**config.mk**
```make
export PLATFORM = sky130hd
export DESIGN_NAME = line_point_interpolator_top_flat
export DESIGN_NICKNAME = d
export VERILOG_FILES = /design/src/design/lpi_pkg.sv /design/src/design/lpi_req_if.sv /design/src/design/lpi_rsp_if.sv /design/src/design/lpi_front.sv /design/src/design/lpi_mul.sv /design/src/design/lpi_div_step.sv /design/src/design/lpi_back.sv /design/src/design/line_point_interpolator_top.sv /design/src/flat_wrapper.sv
export SDC_FILE = /design/constraint.sdc
export NUM_CORES = 2
export LEC_CHECK = 0
export BUFFER_PORTS_ARGS = -buffer_cell sky130_fd_sc_hd__buf_2
export CORE_MARGIN = 3
export CORE_UTILIZATION = 40
export DETAILED_ROUTE_END_ITERATION = 10
export GPL_ROUTABILITY_DRIVEN = 0
export PLACE_DENSITY = 0.53
export REMOVE_ABC_BUFFERS = 1
export SYNTH_ARGS = -nofsm -noshare
export SYNTH_HDL_FRONTEND = slang
export SYNTH_SLANG_ARGS = --single-unit
```
**constraint.sdc**
```tcl
create_clock -name clk -period 110.6 [get_ports clk]
set_input_delay 16.59 -clock clk [delete_from_list [all_inputs] [get_ports clk]]
set_output_delay 16.59 -clock clk [all_outputs]
set_load 0.01 [all_outputs]
```
**src/design/lpi_pkg.sv**
```systemverilog
// shared types and constants of the line point interpolator
`timescale 1ns / 1ps
package lpi_pkg;

    localparam int CoordBits = 12;
    localparam int ProdBits  = 2 * CoordBits;

    typedef logic [CoordBits-1:0] coord_t;
    typedef logic [ProdBits-1:0]  prod_t;

    // one input item
    typedef struct packed {
        coord_t start_x;
        coord_t start_y;
        coord_t end_x;
        coord_t end_y;
        coord_t step_index;
    } in_item_t;

    // one result item
    typedef struct packed {
        coord_t point_x;
        coord_t point_y;
        logic   in_range;
    } out_item_t;

    // after decode: axis chosen, major coordinate done
    typedef struct packed {
        logic   in_range;
        logic   x_major;
        logic   minor_neg;
        coord_t major_pt;
        coord_t minor_start;
        coord_t mag;
        coord_t idx;
        coord_t len;
    } front_t;

    // division in flight: partial remainder, dividend bits left, quotient so far
    typedef struct packed {
        logic   in_range;
        logic   x_major;
        logic   minor_neg;
        coord_t major_pt;
        coord_t minor_start;
        coord_t len;
        coord_t rem;
        coord_t low;
        coord_t quo;
    } div_t;

endpackage

```
**src/design/lpi_req_if.sv**
```systemverilog
// request channel: segment endpoints and step index
`timescale 1ns / 1ps
interface lpi_req_if;
    import lpi_pkg::*;

    logic   valid;
    logic   ready;
    coord_t start_x;
    coord_t start_y;
    coord_t end_x;
    coord_t end_y;
    coord_t step_index;

    modport source (
        output valid, start_x, start_y, end_x, end_y, step_index,
        input  ready
    );

    modport sink (
        input  valid, start_x, start_y, end_x, end_y, step_index,
        output ready
    );
endinterface

```
**src/design/lpi_rsp_if.sv**
```systemverilog
// response channel: one pixel and its range flag
`timescale 1ns / 1ps
interface lpi_rsp_if;
    import lpi_pkg::*;

    logic   valid;
    logic   ready;
    coord_t point_x;
    coord_t point_y;
    logic   in_range;

    modport source (
        output valid, point_x, point_y, in_range,
        input  ready
    );

    modport sink (
        input  valid, point_x, point_y, in_range,
        output ready
    );
endinterface

```
**src/design/lpi_front.sv**
```systemverilog
// decode stage: axis lengths, major axis, range test, major coordinate
`timescale 1ns / 1ps
module lpi_front (
    input  logic              clk,
    input  logic              rst_n,
    input  logic              en,
    input  logic              in_valid,
    input  lpi_pkg::in_item_t in_item,
    output logic              out_valid_reg,
    output lpi_pkg::front_t   out_reg
);
    import lpi_pkg::*;

    coord_t lx;
    coord_t ly;
    logic   x_major;
    coord_t maj_s;
    coord_t maj_e;
    coord_t min_s;
    coord_t min_e;
    front_t out_next;

    always_comb
    begin
        lx = (in_item.start_x >= in_item.end_x) ? in_item.start_x - in_item.end_x
                                                : in_item.end_x - in_item.start_x;
        ly = (in_item.start_y >= in_item.end_y) ? in_item.start_y - in_item.end_y
                                                : in_item.end_y - in_item.start_y;
        // tie goes to y
        x_major = lx > ly;
        maj_s = x_major ? in_item.start_x : in_item.start_y;
        maj_e = x_major ? in_item.end_x   : in_item.end_y;
        min_s = x_major ? in_item.start_y : in_item.start_x;
        min_e = x_major ? in_item.end_y   : in_item.end_x;

        out_next.x_major     = x_major;
        out_next.len         = x_major ? lx : ly;
        out_next.mag         = x_major ? ly : lx;
        out_next.idx         = in_item.step_index;
        out_next.in_range    = in_item.step_index < out_next.len;
        out_next.major_pt    = (maj_e >= maj_s) ? maj_s + in_item.step_index
                                                : maj_s - in_item.step_index;
        out_next.minor_start = min_s;
        out_next.minor_neg   = min_e < min_s;
    end

    always_ff @(posedge clk or negedge rst_n)
    begin
        if (!rst_n)
        begin
            out_valid_reg <= 1'b0;
        end
        else if (en)
        begin
            out_valid_reg <= in_valid;
        end
    end

    always_ff @(posedge clk)
    begin
        if (en)
        begin
            out_reg <= out_next;
        end
    end
endmodule

```
**src/design/lpi_mul.sv**
```systemverilog
// product stage: minor magnitude times index, division set up
`timescale 1ns / 1ps
module lpi_mul (
    input  logic            clk,
    input  logic            rst_n,
    input  logic            en,
    input  logic            in_valid,
    input  lpi_pkg::front_t in_reg,
    output logic            out_valid_reg,
    output lpi_pkg::div_t   out_reg
);
    import lpi_pkg::*;

    prod_t prod;
    div_t  out_next;

    always_comb
    begin
        prod = prod_t'(in_reg.mag) * prod_t'(in_reg.idx);
        out_next.in_range    = in_reg.in_range;
        out_next.x_major     = in_reg.x_major;
        out_next.minor_neg   = in_reg.minor_neg;
        out_next.major_pt    = in_reg.major_pt;
        out_next.minor_start = in_reg.minor_start;
        out_next.len         = in_reg.len;
        // upper half is below len whenever the index is in range
        out_next.rem         = prod[ProdBits-1:CoordBits];
        out_next.low         = prod[CoordBits-1:0];
        out_next.quo         = '0;
    end

    always_ff @(posedge clk or negedge rst_n)
    begin
        if (!rst_n)
        begin
            out_valid_reg <= 1'b0;
        end
        else if (en)
        begin
            out_valid_reg <= in_valid;
        end
    end

    always_ff @(posedge clk)
    begin
        if (en)
        begin
            out_reg <= out_next;
        end
    end
endmodule

```
**src/design/lpi_div_step.sv**
```systemverilog
// one restoring division step: one quotient bit per stage
`timescale 1ns / 1ps
module lpi_div_step (
    input  logic          clk,
    input  logic          rst_n,
    input  logic          en,
    input  logic          in_valid,
    input  lpi_pkg::div_t in_reg,
    output logic          out_valid_reg,
    output lpi_pkg::div_t out_reg
);
    import lpi_pkg::*;

    logic [CoordBits:0] trial;
    logic [CoordBits:0] diff;
    logic               ge;
    div_t               out_next;

    always_comb
    begin
        trial = {in_reg.rem, in_reg.low[CoordBits-1]};
        diff  = trial - {1'b0, in_reg.len};
        ge    = trial >= {1'b0, in_reg.len};

        out_next     = in_reg;
        out_next.rem = ge ? diff[CoordBits-1:0] : trial[CoordBits-1:0];
        out_next.low = {in_reg.low[CoordBits-2:0], 1'b0};
        out_next.quo = {in_reg.quo[CoordBits-2:0], ge};
    end

    always_ff @(posedge clk or negedge rst_n)
    begin
        if (!rst_n)
        begin
            out_valid_reg <= 1'b0;
        end
        else if (en)
        begin
            out_valid_reg <= in_valid;
        end
    end

    always_ff @(posedge clk)
    begin
        if (en)
        begin
            out_reg <= out_next;
        end
    end
endmodule

```
**src/design/lpi_back.sv**
```systemverilog
// output stage: floor toward minus infinity, minor coordinate, output register
`timescale 1ns / 1ps
module lpi_back (
    input  logic              clk,
    input  logic              rst_n,
    input  logic              en,
    input  logic              in_valid,
    input  lpi_pkg::div_t     in_reg,
    output logic              out_valid_reg,
    output lpi_pkg::out_item_t out_reg
);
    import lpi_pkg::*;

    logic               round_up;
    logic [CoordBits:0] q_wide;
    coord_t             minor_pt;
    out_item_t          out_next;

    always_comb
    begin
        // negative delta: ceiling of the magnitude quotient
        round_up = in_reg.minor_neg && (in_reg.rem != '0);
        q_wide   = {1'b0, in_reg.quo} + {{CoordBits{1'b0}}, round_up};
        minor_pt = in_reg.minor_neg ? in_reg.minor_start - q_wide[CoordBits-1:0]
                                    : in_reg.minor_start + q_wide[CoordBits-1:0];

        if (in_reg.in_range)
        begin
            out_next.point_x  = in_reg.x_major ? in_reg.major_pt : minor_pt;
            out_next.point_y  = in_reg.x_major ? minor_pt : in_reg.major_pt;
            out_next.in_range = 1'b1;
        end
        else
        begin
            out_next.point_x  = '0;
            out_next.point_y  = '0;
            out_next.in_range = 1'b0;
        end
    end

    always_ff @(posedge clk or negedge rst_n)
    begin
        if (!rst_n)
        begin
            out_valid_reg <= 1'b0;
        end
        else if (en)
        begin
            out_valid_reg <= in_valid;
        end
    end

    always_ff @(posedge clk)
    begin
        if (en)
        begin
            out_reg <= out_next;
        end
    end
endmodule

```
**src/design/line_point_interpolator_top.sv**
```systemverilog
// top level of the line point interpolator
`timescale 1ns / 1ps
// returns pixel step_index of the segment from (start_x, start_y) to
// (end_x, end_y); the axis with the strictly longer length is the major axis
// (a tie picks y), the major coordinate walks from the start toward the end by
// the index, and the minor coordinate is start + floor(delta * index / length);
// an index at or past the major length gives in_range 0 and a zero point.
// one item is taken every cycle while the response side keeps up; the item
// passes decode, multiply, one stage per quotient bit of the restoring
// divider, then the output register. the whole pipe advances together and
// holds when a finished item waits at the output, so req.ready follows the
// response side within the same cycle. no configuration and no state beyond
// the pipe itself.
module line_point_interpolator_top (
    input  logic clk,
    input  logic rst_n,
    lpi_req_if.sink   req,
    lpi_rsp_if.source rsp
);
    import lpi_pkg::*;

    logic      en;
    in_item_t  in_item;

    logic      front_valid;
    front_t    front_q;

    // division pipe: entry 0 from the multiplier, entry CoordBits is done
    logic      div_valid [CoordBits+1];
    div_t      div_q     [CoordBits+1];

    logic      out_valid;
    out_item_t out_q;

    // pipe moves when the output register is empty or being drained
    assign en        = !out_valid || rsp.ready;
    assign req.ready = en;

    assign in_item.start_x    = req.start_x;
    assign in_item.start_y    = req.start_y;
    assign in_item.end_x      = req.end_x;
    assign in_item.end_y      = req.end_y;
    assign in_item.step_index = req.step_index;

    lpi_front u_front (
        .clk           (clk),
        .rst_n         (rst_n),
        .en            (en),
        .in_valid      (req.valid),
        .in_item       (in_item),
        .out_valid_reg (front_valid),
        .out_reg       (front_q)
    );

    lpi_mul u_mul (
        .clk           (clk),
        .rst_n         (rst_n),
        .en            (en),
        .in_valid      (front_valid),
        .in_reg        (front_q),
        .out_valid_reg (div_valid[0]),
        .out_reg       (div_q[0])
    );

    // one quotient bit per stage, most significant first
    for (genvar i = 0; i < CoordBits; i++)
    begin : g_div
        lpi_div_step u_step (
            .clk           (clk),
            .rst_n         (rst_n),
            .en            (en),
            .in_valid      (div_valid[i]),
            .in_reg        (div_q[i]),
            .out_valid_reg (div_valid[i+1]),
            .out_reg       (div_q[i+1])
        );
    end

    lpi_back u_back (
        .clk           (clk),
        .rst_n         (rst_n),
        .en            (en),
        .in_valid      (div_valid[CoordBits]),
        .in_reg        (div_q[CoordBits]),
        .out_valid_reg (out_valid),
        .out_reg       (out_q)
    );

    assign rsp.valid    = out_valid;
    assign rsp.point_x  = out_q.point_x;
    assign rsp.point_y  = out_q.point_y;
    assign rsp.in_range = out_q.in_range;
endmodule

```
**src/flat_wrapper.sv**
```systemverilog
// flat-port wrapper written by rule: the top's interface ports become plain ports
module line_point_interpolator_top_flat import lpi_pkg::*;
  (clk, rst_n, req_valid, req_start_x, req_start_y, req_end_x, req_end_y, req_step_index, req_ready, rsp_valid, rsp_point_x, rsp_point_y, rsp_in_range, rsp_ready);
  lpi_req_if req_i ();
  lpi_rsp_if rsp_i ();
  input  logic clk;
  input  logic rst_n;
  input wire logic [$bits(req_i.valid)-1:0] req_valid;
  input wire logic [$bits(req_i.start_x)-1:0] req_start_x;
  input wire logic [$bits(req_i.start_y)-1:0] req_start_y;
  input wire logic [$bits(req_i.end_x)-1:0] req_end_x;
  input wire logic [$bits(req_i.end_y)-1:0] req_end_y;
  input wire logic [$bits(req_i.step_index)-1:0] req_step_index;
  output wire logic [$bits(req_i.ready)-1:0] req_ready;
  output wire logic [$bits(rsp_i.valid)-1:0] rsp_valid;
  output wire logic [$bits(rsp_i.point_x)-1:0] rsp_point_x;
  output wire logic [$bits(rsp_i.point_y)-1:0] rsp_point_y;
  output wire logic [$bits(rsp_i.in_range)-1:0] rsp_in_range;
  input wire logic [$bits(rsp_i.ready)-1:0] rsp_ready;
  assign req_i.valid = req_valid;
  assign req_i.start_x = req_start_x;
  assign req_i.start_y = req_start_y;
  assign req_i.end_x = req_end_x;
  assign req_i.end_y = req_end_y;
  assign req_i.step_index = req_step_index;
  assign req_ready = req_i.ready;
  assign rsp_valid = rsp_i.valid;
  assign rsp_point_x = rsp_i.point_x;
  assign rsp_point_y = rsp_i.point_y;
  assign rsp_in_range = rsp_i.in_range;
  assign rsp_i.ready = rsp_ready;
  line_point_interpolator_top u_core (.clk(clk), .rst_n(rst_n), .req(req_i), .rsp(rsp_i));
endmodule
```
==> results.json <==
{
  "core_region_area_sq_mm": 0.115,
  "track_usage": 0.150,
  "largest_register_ff_count": 744,
  "synth_cells": 3548,
  "synth_cell_type_count": 78,
  "area_growth_pct": 11.2,
  "start_util": 0.405,
  "wl_per_cell_microns": 17.1,
  "worst-endpoint-required_ps": 94010,
  "cts_tree": "built",
  "clock.fmax_mhz": 29.3,
  "pin_count": 91,
  "first_pass_iters": 5,
  "async_flop_share": 0.0165,
  "max_slew_margin": 0.204,
  "clk_pin_slew_ps": 50,
  "cp_data_arrival_time_ps": 17480,
  "final_layout_size_suffix_gt1_frac": 0.103,
  "clock-sinks": 910,
  "viasPerCell": 5.00,
  "numCtsBuffers": 98,
  "core.rowCount": 124,
  "min_period_ps": 34070,
  "die_area_sq_mm": 0.120,
  "clockBufferDepth": 3,
  "chipWidth_microns": 347,
  "post-route-period-util": 0.308,
  "h-tree-depth": 3,
  "drtAntennaViolNets": 0,
  "cp_max_fo": 25,
  "first_iter_violations": 1304,
  "setup_tns_ps": 0,
  "synth_edf_count": 895,
  "ys_dominant_reg_cell": "edfxtp_1",
  "crit_type": "input port to primary output",
  "multi_input_area_sq_mm": 0.0174,
  "syn_area_sq_mm": 0.0465,
  "grt_pass1_wl_microns": 144000,
  "syn_area_per_cell_sq_um": 13.1,
  "final-max-slew-violation-count": 0,
  "rsz0062_at_grt": "no",
  "clock-root-buffer": "clkbuf_16",
  "worst_setup_path_start_kind": "input port",
  "antenna_found_initial": 6,
  "die_h_microns": 347,
  "seq_area_frac_synth": 0.586,
  "fin_skew_ps": 49.1,
  "regArea_sq_mm": 0.0273,
  "hp-class": "flop to flop",
  "cts_resized": 0,
  "vias": 26300,
  "gr-total-overflow": 0,
  "end_kind": "primary output",
  "drc": 0,
  "dp_hpwl_microns": 67000,
  "grt_max_degree": 185,
  "ys_ff_latch": 910,
  "clk_latency_ps": 670,
  "totalWireLength_microns": 90000,
  "outcome": "completed",
  "fillers": 10400,
  "grt_pass1_vias": 27100,
  "tightest_slew_ps": 1190,
  "ys_warn_count": 0,
  "finalSetupViolCount": 0,
  "portBuffers": 90,
  "post-cts-setup-buffers": 0,
  "hold_buffers": 0,
  "final_nets": 4179,
  "hold_viol": 0,
  "max-cap-violations": 0
}
-- metal layers --
layer / routed length [microns] / up-vias / share of wire / GRT usage
met5: 15 / - / 0.00017 / 0
met4: 2730 / 2 / 0.030 / 0.0548
met3: 2870 / 160 / 0.032 / 0.0216
met2: 47200 / 404 / 0.52 / 0.279
met1: 37200 / 12700 / 0.41 / 0.175
li1: - / 13100 / - / -
-- metrics by stage --
step / cells / utilization / hold WS (ps) / cell area [sq um] / setup WS (ps)
global placement: 5086 / 0.424 / 400 / 48700 / 76480
global route: 5264 / 0.450 / 408 / 51700 / 76450
CTS: 5261 / 0.450 / 401 / 51700 / 76480
floorplan: 3465 / - / 400 / 46100 / 55720
detailed placement: 5086 / 0.424 / 405 / 48700 / 76480
finish: 5264 / 0.450 / 403 / 51700 / 76530
-- kinds of logic (layout without fill, tap and decap cells) --
group	Yosys count	count (layout)	synth area share
XOR/XNOR	170	170	0.0323
AND/OR/NAND/NOR	797	797	0.0845
multiplexers	158	158	0.0372
adder cells (fa/ha/maj)	443	443	0.138
buffers and inverters	494	695	0.0410
AO/OA/AOI/OAI	576	576	0.0808
flip-flops	910	910	0.586
other	0	3	0
-- synthesized netlist by cell type (all sizes together) (13+ instances only) --
master    n  share of area
a211oi   19         0.0032
a21boi   17         0.0027
a21o     60         0.0097
a21oi   164          0.018
a31o     13         0.0024
and2     78          0.010
and3     15         0.0020
buf      22         0.0029
clkbuf   61         0.0049
dfrtp    15         0.0081
edfxtp  895           0.58
fa      118          0.051
ha      323          0.087
inv     411          0.033
mux2    103          0.025
mux2i    55          0.012
nand2   234          0.019
nand2b   23         0.0031
nand3    55         0.0059
nand4    45         0.0061
nor2    148          0.012
nor2b    46         0.0062
nor3     62         0.0067
nor4     19         0.0026
o211ai   19         0.0031
o21a     50         0.0081
o21ai   120          0.013
o21bai   16         0.0026
o31ai    18         0.0029
or2      15         0.0020
or3      29         0.0039
xnor2   123          0.023
xor2     47         0.0090
-- worst max-delay path: stages --
cell and delay, ps:
buf_2 100, nand2b_4 480, buf_2 250
-- final timing paths --
kind / to / cells past startpoint / slack, ps / start
hold reg to reg: u_core.g_div[5].u_step.out_reg[23] / 0 / 400 / u_core.g_div[4].u_step.out_reg[22]
max in group asynchronous: u_core.g_div[1].u_step.out_valid_reg / 1 / 94480 / rst_n
setup / recovery: req_ready / 3 / 76530 / rsp_ready
hold / removal: u_core.g_div[5].u_step.out_reg[23] / 0 / 400 / u_core.g_div[4].u_step.out_reg[22]
min in group asynchronous: u_core.g_div[6].u_step.out_valid_reg / 1 / 15850 / rst_n
setup reg to reg: u_core.u_mul.out_reg[35] / 16 / 104680 / u_core.u_front.out_reg[28]
-- layout by cell type (no fill, tap or decap), types with 55 or more instances in the layout --
| cell type | netlist | routed |
|---|---|---|
| o21ai_0 | 117 | 117 |
| fa_1 | 118 | 118 |
| nor2_1 | 148 | 148 |
| clkbuf_16 | 0 | 99 |
| mux2_2 | 101 | 101 |
| inv_1 | 410 | 410 |
| edfxtp_1 | 895 | 895 |
| xnor2_1 | 122 | 122 |
| nand3_1 | 55 | 55 |
| and2_1 | 78 | 78 |
| a21oi_1 | 163 | 163 |
| nor3_1 | 62 | 62 |
| a21o_1 | 60 | 60 |
| nand2_1 | 234 | 234 |
| buf_2 | 11 | 90 |
| ha_1 | 323 | 323 |
-- layout make-up --
type                       count  area share
antenna                        3    0.000145
clock buffer                 123      0.0502
clock inverter                52     0.00833
inverter                     411      0.0299
multi-input combinational   2144       0.336
sequential                   910       0.527
tap                         1512      0.0366
timing repair buffer         109      0.0120
Power is not shown: default switching activity piles up to over one toggle a cycle in this logic, so the estimate is an artifact.
